<file path="src/rtl/twcls_pkg.sv">
// ----------------------------------------------------------------------------
// twcls_pkg
// Shared sizes, opcodes, status codes and cache interface types for the
// two-way cache load/store unit.
// ----------------------------------------------------------------------------
package twcls_pkg;

    localparam int MEM_WORDS = 128;
    localparam int SET_COUNT = 8;
    localparam int REG_COUNT = 32;

    localparam int MEM_BITS  = $clog2(MEM_WORDS);
    localparam int SET_BITS  = $clog2(SET_COUNT);
    localparam int TAG_BITS  = MEM_BITS - SET_BITS;
    localparam int REG_BITS  = $clog2(REG_COUNT);
    localparam int DATA_BITS = 32;
    localparam int WA_BITS   = 15;

    localparam logic [5:0] OP_LOAD  = 6'd35;
    localparam logic [5:0] OP_STORE = 6'd43;

    localparam logic [DATA_BITS-1:0] INIT_OFFSET = 32'd5;

    typedef enum logic [2:0] {
        ST_READ_HIT   = 3'd0,
        ST_READ_MISS  = 3'd1,
        ST_WRITE_HIT  = 3'd2,
        ST_WRITE_MISS = 3'd3,
        ST_BAD_OP     = 3'd4,
        ST_ADDR_ERR   = 3'd5
    } status_t;

    typedef struct packed {
        logic [TAG_BITS-1:0]  tag;
        logic [DATA_BITS-1:0] data;
    } line_t;

    typedef struct packed {
        logic                 hit;
        logic                 hit_way;
        logic [DATA_BITS-1:0] hit_data;
        logic                 victim_way;
        logic                 victim_valid;
        logic [TAG_BITS-1:0]  victim_tag;
        logic [DATA_BITS-1:0] victim_data;
    } lookup_t;

    typedef struct packed {
        logic                en;
        logic [SET_BITS-1:0] set;
        logic                way;
        logic                line_we;
        line_t               line;
    } update_t;

endpackage

</file>
<file path="src/rtl/twcls_cache.sv">
// ----------------------------------------------------------------------------
// twcls_cache
// Two-way cache store: one tag/data memory per way with registered reads,
// plus valid and history bits per set held in flip-flops.
// ----------------------------------------------------------------------------
module twcls_cache (
    input  logic                          aclk,
    input  logic                          aresetn,
    input  logic [twcls_pkg::SET_BITS-1:0] rd_set,
    input  logic [twcls_pkg::SET_BITS-1:0] lk_set,
    input  logic [twcls_pkg::TAG_BITS-1:0] lk_tag,
    output twcls_pkg::lookup_t            lookup,
    input  twcls_pkg::update_t            upd
);
    import twcls_pkg::*;

    logic [1:0] valid_reg  [SET_COUNT];
    logic       recent_reg [SET_COUNT];
    line_t      rd_line    [2];

    for (genvar w = 0; w < 2; w++) begin : g_way
        line_t line_mem [SET_COUNT];
        line_t rd_line_reg;

        always_ff @(posedge aclk) begin
            if (upd.line_we && upd.way == 1'(w)) begin
                line_mem[upd.set] <= upd.line;
            end
            rd_line_reg <= line_mem[rd_set];
        end

        assign rd_line[w] = rd_line_reg;
    end

    always_ff @(posedge aclk) begin
        if (!aresetn) begin
            for (int i = 0; i < SET_COUNT; i++) begin
                valid_reg[i]  <= 2'b00;
                recent_reg[i] <= 1'b0;
            end
        end else if (upd.en) begin
            recent_reg[upd.set] <= (upd.way == 1'b0);
            if (upd.line_we) begin
                valid_reg[upd.set][upd.way] <= 1'b1;
            end
        end
    end

    logic hit0;
    logic hit1;
    logic vway;

    always_comb begin
        hit0 = valid_reg[lk_set][0] && (rd_line[0].tag == lk_tag);
        hit1 = valid_reg[lk_set][1] && (rd_line[1].tag == lk_tag);
        vway = recent_reg[lk_set];
        lookup.hit          = hit0 || hit1;
        lookup.hit_way      = !hit0;
        lookup.hit_data     = hit0 ? rd_line[0].data : rd_line[1].data;
        lookup.victim_way   = vway;
        lookup.victim_valid = valid_reg[lk_set][vway];
        lookup.victim_tag   = rd_line[vway].tag;
        lookup.victim_data  = rd_line[vway].data;
    end

endmodule

</file>
<file path="config.mk">
export PLATFORM = sky130hd
export DESIGN_NAME = twcls_cache
export DESIGN_NICKNAME = d
export VERILOG_FILES = /design/src/rtl/twcls_pkg.sv /design/src/rtl/twcls_cache.sv
export SDC_FILE = /design/constraint.sdc
export NUM_CORES = 1
export LEC_CHECK = 0
export ABC_CLOCK_PERIOD_IN_PS = 4900
export BUFFER_PORTS_ARGS = -buffer_cell sky130_fd_sc_hd__buf_2
export CORE_MARGIN = 4
export CORE_UTILIZATION = 50
export DETAILED_ROUTE_END_ITERATION = 8
export GPL_ROUTABILITY_DRIVEN = 0
export GPL_TIMING_DRIVEN = 0
export PLACE_DENSITY = 0.76
export SYNTH_ARGS = -nofsm -noshare
export SYNTH_HDL_FRONTEND = slang
export SYNTH_SLANG_ARGS = --single-unit
export TNS_END_PERCENT = 10
</file>
<file path="constraint.sdc">
create_clock -name aclk -period 4.9 [get_ports aclk]
set_input_delay 1.225 -clock aclk [delete_from_list [all_inputs] [get_ports aclk]]
set_output_delay 1.225 -clock aclk [all_outputs]
set_load 0.005 [all_outputs]
</file>
Word-level counts from Yosys, hierarchy flattened

Memories as Yosys holds them, arrays and structs flattened. A register that Yosys moved wholly into a read port is not among the register bits.
Index checks and enable logic that the tools add are counted.

Order comparisons: 4
Equal/unequal tests: 2
Mux-type cells: 26
Bitwise logic cells: 2
Reduce and logical (&&, ||, !) cells: 9

Operator list:

| kind                                                                 | number |
|---|---|
| 36-bit 2-to-1 mux                                                    | 3 |
| 32-bit 2-to-1 mux                                                    | 1 |
| 1-bit 2-to-1 mux                                                     | 16 |
| 4-bit == test                                                        | 2 |
| 2-bit 2-to-1 mux                                                     | 3 |
| 3-bit 2-to-1 mux                                                     | 2 |
| 1-bit logical AND                                                    | 5 |
| 1-bit by 2-bit < comparator with 1-bit output, second input constant | 2 |
| 2-bit greater-or-equal comparator, second input constant             | 1 |
| 1-bit NOT with 2-bit output                                          | 1 |
| 2-bit OR reduction                                                   | 1 |
| 1-bit demux with 1-bit select                                        | 1 |
| 1-bit greater-or-equal comparator, second input constant             | 1 |
| 1-bit logical NOT                                                    | 1 |
| 1-bit logical OR                                                     | 1 |
| 1-bit NOT                                                            | 1 |
| 1-bit OR reduction                                                   | 1 |

Bits in registers: 0
Memory bits (writable): 600
Input bits: 54
Output and inout port bits: 72
Word-level logic and storage cells: 47
Memories kept: 4

Memories:

| memory            | words | bits a word | rd ports | clocked after memory_dff | write ports | line              | source |
|---|---|---|---|---|---|---|---|
| g_way[0].line_mem | 8     | 36          | 1        | 1                        | 1           | twcls_cache.sv:22 | `line_t line_mem [SET_COUNT];` |
| g_way[1].line_mem | 8     | 36          | 1        | 1                        | 1           | twcls_cache.sv:22 |  |
| valid_reg         | 8     | 2           | 1        | 0                        | 8           | twcls_cache.sv:17 | `logic [1:0] valid_reg [SET_COUNT];` |
| recent_reg        | 8     | 1           | 1        | 0                        | 8           | twcls_cache.sv:18 | `logic recent_reg [SET_COUNT];` |

Depth between registers and ports, before layout

Gate-level depths: netlist of the first run.

Depth in word-level cells: 7
Depth in mapped cells: 6
Depth with buffers taken out: 4

Worst setup path before layout of the first run

No wires, ideal clock.

Kind: input -> register
Start: input upd[39] (netlist name)
End: memory g_way[0].line_mem[2][0] (netlist name) (enable)
Setup time: 429 ps
Arrival time: 3494 ps
Required time: 4471 ps
Setup slack: 976 ps
Stages: 3
Path through: clkbuf_1 -> or3b_2 -> nor2_1

RTL lines:

| element            | line              | source |
|---|---|---|
| start: declaration | twcls_cache.sv:13 | `input twcls_pkg::update_t upd` |
| end: declaration   | twcls_cache.sv:22 |  |

No word-level cell before the write port.

==> results of run 1 <==
[through the flow]
step	utilization	power [W]	hold WS, ns
global route	0.593	0.0128	0.499
global placement	0.537	0.00717	0.435
finish	0.593	0.0124	0.462
CTS	0.593	0.0125	0.458
floorplan	-	0.00691	0.420
detailed placement	0.547	0.00721	0.445
[final timing paths]
path	slack, ns	depth (start not counted)	to
worst min-delay path	0.46	2	valid_reg[4][0]$_DFF_P_
worst max-delay path	0.37	7	lookup[40]
worst max register to register	3.54	2	g_way[0].rd_line_reg[19]$_DFF_P_
worst min register to register	0.46	2	valid_reg[4][0]$_DFF_P_
[synthesized netlist by cell type, types with 3 or more instances]
library cell | n | area share
nand3b_1 | 3 | 0.00090
o21bai_1 | 3 | 0.00090
edfxtp_1 | 576 | 0.69
buf_6 | 6 | 0.0027
buf_2 | 15 | 0.0030
o311a_1 | 3 | 0.0012
xnor2_1 | 8 | 0.0028
clkbuf_1 | 27 | 0.0040
nor2_1 | 17 | 0.0025
o21ai_0 | 18 | 0.0036
nand4_1 | 5 | 0.0012
mux4_2 | 149 | 0.13
a311oi_1 | 3 | 0.0010
inv_1 | 5 | 0.00075
mux2_2 | 120 | 0.054
buf_1 | 5 | 0.00075
nand2_1 | 19 | 0.0028
a21oi_1 | 5 | 0.0010
mux2i_1 | 7 | 0.0028
dfxtp_1 | 96 | 0.077
mux2_1 | 20 | 0.0090
[final cells by class]
cell class | count | area [sq um]
Antenna cell | 3 | 7.51
Buffer | 55 | 278
Clock buffer | 87 | 1820
Clock inverter | 32 | 443
Fill cell | 3396 | 20100
Inverter | 5 | 18.8
Multi-Input combinational cell | 390 | 5650
Sequential cell | 672 | 19200
Tap cell | 664 | 831
Timing Repair Buffer | 136 | 936
[where the power goes]
group	internal [W]	switching [W]
Clock	0.00321	0.00207
Sequential	0.00637	0.0000572
Combinational	0.000312	0.000349
[logic make-up (layout without fill, tap and decap cells)]
group	count (synthesis)	after routing	synth area share
other	0	3	0
flip-flops	672	672	0.767
buffers and inverters	60	315	0.0118
AND/OR/NAND/NOR	53	53	0.0102
XOR/XNOR	8	8	0.00280
multiplexers	296	296	0.200
AO/OA/AOI/OAI	33	33	0.00799
[metal layers]
layer  track usage  vias up  wire length, um
met5             0        -               34
met3        0.0410       79             3720
met2         0.327      463            26400
li1              -     5051                -
met1         0.279     6209            21700
met4        0.0620        4             1170
[worst min-delay path: cells and delay by family, from the launching register on]
family	cells	cell delay, ns
compound gates	1	0.06
simple gates	1	0.04
flops	1	0.33
[cells in the final DEF (no fill, tap or decap), types with 14 or more instances in the layout]
cell | netlist | final
edfxtp_1 | 576 | 576
mux4_2 | 149 | 149
buf_2 | 15 | 135
mux2_2 | 120 | 120
dfxtp_1 | 96 | 96
clkbuf_16 | 0 | 69
clkbuf_1 | 27 | 42
mux2_1 | 20 | 20
nand2_1 | 19 | 19
o21ai_0 | 18 | 18
nor2_4 | 1 | 17
buf_12 | 0 | 14
==> qor.yml, run 1 <==
power.leakage_nw: 9.55
grt_pass1_vias: 12600
fp-row-count: 81
worstPathCellList: "buf_6, mux2i_1, mux4_2, nor2_4, buf_6, mux2_2, buf_2"
nNetsFinal: 1381
worst_pin_slew_ns: 0.999
hpwlAfterDp_mm: 32.7
avgViaCountPerCell: 5.78
htreeDepth: 3
numClockSinks: 672
setup-tns-final_ns: 0
dp_slack_ns: 0.336
final_cell_count_no_fill: 2044
wl_per_cell_um: 25.9
drt_iter0_drc: 1347
area_growth_pct: 16.6
portBuffers: 120
power.density_mw_per_mm2: 424
cpLargestDelayFamily: "multiplexers"
drc: 0
cp_data_arrival_time_ns: 3.31
postLayoutCellArea_sq_mm: 0.0292
dieArea_sq_mm: 0.0537
relSlewSlack: 0.334
peakVddDrop_v: 0.000309
crit_path_max_fanout: 10
min_path_type: "flip-flop to flip-flop"
synthArstFlopShare: 0
crit_start: "lk_set[0]"
grt_max_degree: 25
dieHeight_um: 232
synth_edf_count: 576
route.vias.total: 11800
ys_seq_area_frac: 0.767
netlist_instances: 1122
place_area_sq_mm: 0.0269
period_share: 0.925
cpMostUsedCell: "buf_6"
cts_root_buffer: "clkbuf_16"
synth_nets: 1176
largest_reg_flops: 576
antenna_found_initial: 5
path_buf_inv: 3
holdCritStartpoint: "valid_reg[4][0]$_DFF_P_"
critPathCaptureType: "output pin"
yosysUniqueCellTypes: 29
worstReg2RegStart: "g_way[0].line_mem[0][19]$_DFFE_PP_"
path_clk_slew_ns: 0.06
hold_violations: 0
slowest_stage: "mux4_2"
drv_cap: 0
clkLatencyLatePin_ns: 0.58
grt_use_total: 0.201
cts_hold_buf: 0
wirelength_mm: 53.0
finalSetupViolations: 0
coreArea_sq_mm: 0.0493
cts_made_buffers: 67
ant_nets: 0
cts_buffer_depth: 3
cts_resized: 0
start_util: 0.508
grt_overflow_total: 0
cts_setup_buffers: 0
tritoncts: "done"
synth-seq-cells: 672
place_inst: 1922
die_x_um: 232
crit_required_ns: 3.67
critical_path_class: "input port to output pin"
drt-pass1-iter-count: 5
rsz0062_at_grt: "no"
syn_area_per_cell_sq_um: 22.3
fin_ws_ns: 0.366
synth_area_sq_mm: 0.0250
ys.flop_type: "edfxtp_1"
drive_gt1_frac: 0.397
finalClockSkew_ns: 0.0119
grt_pass1_wl_mm: 79.6
period_needed_ns: 4.53
start_kind: "input port"
yosys_warnings: 0
pin_count: 126
final-max-slew-violation-count: 0
fmax_mhz: 221
slowest_delay_ns: 0.55
status: "completed"
Power figures use the tool's default switching activity.
==> run 2, diff against run 1 <==
--- a/config.mk
+++ b/config.mk
@@ -6,7 +6,7 @@
 export NUM_CORES = 1
 export LEC_CHECK = 0
 export ABC_CLOCK_PERIOD_IN_PS = 4900
-export BUFFER_PORTS_ARGS = -buffer_cell sky130_fd_sc_hd__buf_2
+export BUFFER_PORTS_ARGS = -buffer_cell sky130_fd_sc_hd__buf_4
 export CORE_MARGIN = 4
 export CORE_UTILIZATION = 50
 export DETAILED_ROUTE_END_ITERATION = 8
==> run 2 against run 1 <==
  * Core utilization up 0.16 points
  * Routed wire length decreased by 0.39%
  * Total power down 3.4%
  * Final area grew 0.27%
  * Clock power shrank 8.9%
  * Clock skew rose by 0.0051 ns
  * Sequential power barely moved
  * Critical path depth did not move
  * Clock-buffer cell count up 12
  * Die area unchanged
  * Highest routed layer unchanged
==> qor.yml, run 2 (synthesized netlist as in run 1, its figures left out) <==
status: "completed"
hold_violations: 0  # unchanged
nNetsFinal: 1380  # -0.072%
min_path_type: "flip-flop to flip-flop"
dieHeight_um: 232  # unchanged
coreArea_sq_mm: 0.0493  # unchanged
grt_use_total: 0.200  # -0.00105
drive_gt1_frac: 0.390  # -0.00609
swShare: 0.204  # +0.00322
ff_latch_area_sq_mm: 0.0192  # unchanged
critPathCaptureType: "output pin"
multiInputGateArea_sq_mm: 0.00565  # unchanged
drc: 0  # unchanged
htreeDepth: 3  # unchanged
cpMostUsedCell: "buf_6"
fill_cells: 3436  # +1.2%
slowest_delay_ns: 0.55  # about the same
final-max-slew-violation-count: 0  # unchanged
grt_overflow_total: 0  # unchanged
wl_per_cell_um: 25.8  # -0.30%
drt_iter0_drc: 1252  # -7.1%
intPower_w: 0.00952  # -3.8%
finalClockSkew_ns: 0.0170  # +0.00508 ns
grt_max_degree: 23  # -8.0%
crit_path_max_fanout: 10  # unchanged
dp_slack_ns: 0.299  # -0.0366 ns
clkLatencyLatePin_ns: 0.58  # about the same
numClockSinks: 672  # unchanged
slowest_stage: "mux4_2"
fin_ws_ns: 0.345  # -0.0210 ns
fp-row-count: 81  # unchanged
ant_nets: 0  # unchanged
cts_buffer_depth: 3  # unchanged
pwr-share-clk: 0.404  # -0.023
peakVddDrop_v: 0.000277  # -10%
cts_root_buffer: "clkbuf_16"
route.vias.total: 11900  # +0.86%
r2r_cells: 2  # unchanged
drv_cap: 0  # unchanged
p_seq_frac: 0.537  # +0.018
start_kind: "input port"
cp_data_arrival_time_ns: 3.33  # +0.02 ns
cts_setup_buffers: 0  # unchanged
min_path_cells: 2  # unchanged
avgViaCountPerCell: 5.83  # +0.96%
antenna_found_initial: 3  # -2
critical_path_class: "input port to output pin"
fmax_mhz: 220  # -0.46%
grt_pass1_wl_mm: 79.2  # -0.49%
period_share: 0.930  # +0.00429
area_growth_pct: 16.9
worstPathCellList: "buf_6, mux2i_1, mux4_2, nor2_4, buf_6, mux2_2, buf_4"
power.leakage_nw: 9.56  # about the same
drt-pass1-iter-count: 5  # unchanged
whs_ns: 0.456  # -0.00672 ns
rsz0062_at_grt: "no"
worst_pin_slew_ns: 1.08  # +0.0820 ns
die_x_um: 232  # unchanged
portBuffers: 120  # unchanged
power.density_mw_per_mm2: 408  # -3.6%
cts_hold_buf: 0  # unchanged
largest_reg_flops: 576  # unchanged
tritoncts: "done"
layout_commonest_cell: "edfxtp_1"
cts_resized: 0  # unchanged
mostFrequentLayoutCells: "576 x edfxtp_1, 149 x mux4_2, 122 x buf_4, 120 x mux2_2, 96 x dfxtp_1"
relSlewSlack: 0.279  # -0.0546
period_needed_ns: 4.56  # +0.0210 ns
dieArea_sq_mm: 0.0537  # unchanged
crit_required_ns: 3.67  # about the same
start_util: 0.508  # unchanged
grt_pass1_vias: 12500  # -0.57%
n_antenna_cell: 0  # -3
comb_power_share: 0.059  # +0.006
wirelength_mm: 52.7  # -0.39%
switchingPower_w: 0.00243  # -1.8%
finalSetupViolations: 0  # unchanged
cts_made_buffers: 66  # -1.5%
pin_count: 126  # unchanged
hpwlAfterDp_mm: 32.6  # -0.21%
path_clk_slew_ns: 0.06  # about the same
-- run 2: worst max-delay path: cells and delay by family --
kind,cells,cell delay [ns]
buffers and inverters,3,0.52
muxes,3,1.04
and+or+nand+nor,1,0.51
-- run 2: area by class of cell --
| class | instances | area share |
|---|---|---|
| plain buffers | 55 | 0.00949 |
| multi-input cells | 390 | 0.193 |
| inverters | 5 | 0.000641 |
| flip-flops and latches | 672 | 0.656 |
| repair buffers | 136 | 0.0417 |
| clock inverters | 21 | 0.00427 |
| clock buffers | 99 | 0.0663 |
| well taps | 664 | 0.0284 |
-- run 2: path summary, 6_finish.rpt --
check	slack, ns	from	endpoint
worst max-delay path	0.34	lk_set[0]	lookup[60]
worst min-delay path	0.46	valid_reg[5][0]$_DFF_P_	valid_reg[5][0]$_DFF_P_
worst max register to register	3.57	g_way[0].line_mem[6][33]$_DFFE_PP_	g_way[0].rd_line_reg[33]$_DFF_P_
worst min register to register	0.46	valid_reg[5][0]$_DFF_P_	valid_reg[5][0]$_DFF_P_
-- run 2: metrics by stage --
stage,power (W),std cells,setup TNS [ns],util,cell area (sq um)
finish,0.0120,2042,0,0.594,29300
global route,0.0123,2042,0,0.594,29300
CTS,0.0120,2042,0,0.594,29300
detailed placement,0.00725,1922,0,0.553,27200
global placement,0.00721,1906,-370.88,0.544,26800
floorplan,0.00691,1122,0,-,25000
-- run 2: metal layers --
| metal | part of all wire | GRT usage |
|---|---|---|
| met1 | 0.40 | 0.277 |
| met2 | 0.50 | 0.328 |
| met3 | 0.076 | 0.0417 |
| met4 | 0.022 | 0.0532 |
| met5 | 0.00061 | 0 |
-- run 2: power by group through the flow --
stage | Clock (W) | Sequential (W) | Combinational, W
finish | 0.00482 | 0.00642 | 0.000704
global route | 0.00513 | 0.00643 | 0.000761
CTS | 0.00490 | 0.00642 | 0.000716
detailed placement | 0 | 0.00654 | 0.000709
global placement | 0 | 0.00654 | 0.000675
floorplan | 0 | 0.00652 | 0.000385
==> run 3, diff against run 2 <==
--- a/config.mk
+++ b/config.mk
@@ -7,12 +7,15 @@
 export LEC_CHECK = 0
 export ABC_CLOCK_PERIOD_IN_PS = 4900
 export BUFFER_PORTS_ARGS = -buffer_cell sky130_fd_sc_hd__buf_4
-export CORE_MARGIN = 4
-export CORE_UTILIZATION = 50
+export CELL_PAD_IN_SITES_DETAIL_PLACEMENT = 2
+export CELL_PAD_IN_SITES_GLOBAL_PLACEMENT = 2
+export CORE_MARGIN = 3
+export CORE_UTILIZATION = 48
 export DETAILED_ROUTE_END_ITERATION = 8
 export GPL_ROUTABILITY_DRIVEN = 0
 export GPL_TIMING_DRIVEN = 0
-export PLACE_DENSITY = 0.76
+export PLACE_DENSITY = 0.87
+export SETUP_SLACK_MARGIN = 0.05
 export SYNTH_ARGS = -nofsm -noshare
 export SYNTH_HDL_FRONTEND = slang
 export SYNTH_SLANG_ARGS = --single-unit
==> run 3 against run 2 <==
  * Non-clock buffer count unchanged
  * Sequential cell count unchanged
  * Via count increased by 9.3%
  * Total power increased by 6.3%
  * Core utilization decreased by 2.1 points
  * Fmax decreased by 1.2%
  * Routed wire length increased by 54%
  * Critical endpoint is now lookup[25]
==> qor.yml, run 3 (synthesized netlist as in run 1, its figures left out) <==
antenna_found_initial: 4  # +1
layout_commonest_cell: "edfxtp_1"
fmax_mhz: 217  # -1.2%
min_path_type: "flip-flop to flip-flop"
crit_required_ns: 3.67  # about the same
tritoncts: "done"
period_share: 0.941  # +0.0110
area_growth_pct: 18.0
grt_max_degree: 25  # +8.7%
dieArea_sq_mm: 0.0549  # +2.3%
cts_setup_buffers: 0  # unchanged
drt_iter0_drc: 1611  # +29%
drive_gt1_frac: 0.396  # +0.00511
drc: 0  # unchanged
final-max-slew-violation-count: 0  # unchanged
cts_hold_buf: 0  # unchanged
dieHeight_um: 234  # +1.1%
power.density_mw_per_mm2: 430  # +5.3%
whs_ns: 0.505  # +0.0494 ns
mostFrequentLayoutCells: "576 x edfxtp_1, 149 x mux4_2, 122 x buf_4, 120 x mux2_2, 96 x dfxtp_1"
grt_pass1_vias: 14500  # +17%
start_kind: "input port"
largest_reg_flops: 576  # unchanged
portBuffers: 120  # unchanged
grt_use_total: 0.306  # +0.106
start_util: 0.486  # -0.0223
path_clk_slew_ns: 0.07  # about the same
worst_pin_slew_ns: 1.16  # +0.0752 ns
grt_pass1_wl_mm: 115  # +45%
hold_violations: 0  # unchanged
numClockSinks: 672  # unchanged
coreArea_sq_mm: 0.0515  # +4.6%
relSlewSlack: 0.227  # -0.0520
wirelength_mm: 81.5  # +54%
critical_path_class: "input port to output pin"
avgViaCountPerCell: 6.28  # +7.8%
clkLatencyLatePin_ns: 0.62  # +0.04 ns
finalClockSkew_ns: 0.0186  # +0.00155 ns
drt-pass1-iter-count: 5  # unchanged
route.vias.total: 13000  # +9.3%
pin_count: 126  # unchanged
peakVddDrop_v: 0.000489  # +76%
postLayoutCellArea_sq_mm: 0.0295  # +0.90%
cp_data_arrival_time_ns: 3.38  # +0.05 ns
ant_nets: 0  # unchanged
cts_resized: 0  # unchanged
rsz0062_at_grt: "no"
nNetsFinal: 1384  # +0.29%
critPathCaptureType: "output pin"
wl_per_cell_um: 39.3  # +52%
htreeDepth: 3  # unchanged
period_needed_ns: 4.61  # +0.0540 ns
grt_overflow_total: 0  # unchanged
crit_path_max_fanout: 10  # unchanged
finalSetupViolations: 0  # unchanged
cts_buffer_depth: 3  # unchanged
die_x_um: 234  # +1.1%
cts_made_buffers: 70  # +6.1%
hpwlAfterDp_mm: 48.4  # +48%
power.leakage_nw: 9.67  # +1.2%
fp-row-count: 83  # +2.5%
drv_cap: 0  # unchanged
cts_root_buffer: "clkbuf_16"
place_area_sq_mm: 0.0272  # +0.13%
status: "completed"
[run 3: cell count changes in the layout (fill, tap and decap cells not counted)]
cell,change
buf_12,-2
buf_16,+2
bufinv_16,+3
clkbuf_1,-4
clkbuf_16,+3
clkbuf_8,+2
clkinv_1,+3
clkinv_8,+1
clkinvlp_4,+1
diode_2,+3
inv_6,+1
[run 3: final timing paths]
path | start | end | slack, ns | cells past startpoint
setup / recovery | lk_set[0] | lookup[25] | 0.29 | 7
hold / removal | recent_reg[3]$_DFF_P_ | recent_reg[3]$_DFF_P_ | 0.50 | 2
setup reg to reg | g_way[0].line_mem[7][1]$_DFFE_PP_ | g_way[0].rd_line_reg[1]$_DFF_P_ | 3.48 | 2
hold reg to reg | recent_reg[3]$_DFF_P_ | recent_reg[3]$_DFF_P_ | 0.50 | 2
[run 3: critical path, cell delays in order]
cell     delay (ns)
buf_6          0.16
mux4_2         0.54
mux2i_1        0.30
buf_4          0.38
buf_6          0.25
mux2_1         0.37
buf_4          0.15
[run 3: report_power, final]
| part | switching [W] | internal [W] | total [W] |
|---|---|---|---|
| Clock | 0.00236 | 0.00311 | 0.00547 |
| Combinational | 0.000424 | 0.000358 | 0.000782 |
| Sequential | 0.0000859 | 0.00637 | 0.00645 |
| Total | 0.00287 | 0.00983 | 0.0127 |
[run 3: cell type report]
type / instances / area (sq um)
Antenna cell: 3 / 7.51
Buffer: 55 / 278
Clock buffer: 100 / 2030
Clock inverter: 30 / 259
Fill cell: 4249 / 22000
Inverter: 5 / 18.8
Multi-Input combinational cell: 390 / 5650
Sequential cell: 672 / 19200
Tap cell: 680 / 851
Timing Repair Buffer: 136 / 1240
[run 3: layer usage]
| metal | track usage | wire length (um) | share of wire | up-vias |
|---|---|---|---|---|
| met3 | 0.0616 | 5680 | 0.070 | 154 |
| met1 | 0.392 | 30800 | 0.38 | 7092 |
| met5 | 0 | 0 | 0 | - |
| li1 | - | - | - | 5057 |
| met2 | 0.520 | 42000 | 0.52 | 712 |
| met4 | 0.120 | 2950 | 0.036 | 0 |
[run 3: through the flow]
stage                     TNS (ns)  instances  setup slack, ns  utilization  total power, W
after detailed placement         0       1938            0.329        0.529         0.00733
after CTS                        0       2068            0.294        0.573          0.0128
after global placement     -472.53       1922            -1.08        0.520         0.00722
final                            0       2071            0.291        0.574          0.0127
after floorplan                  0       1122            0.976            -         0.00691
after global routing             0       2071            0.267        0.574          0.0130
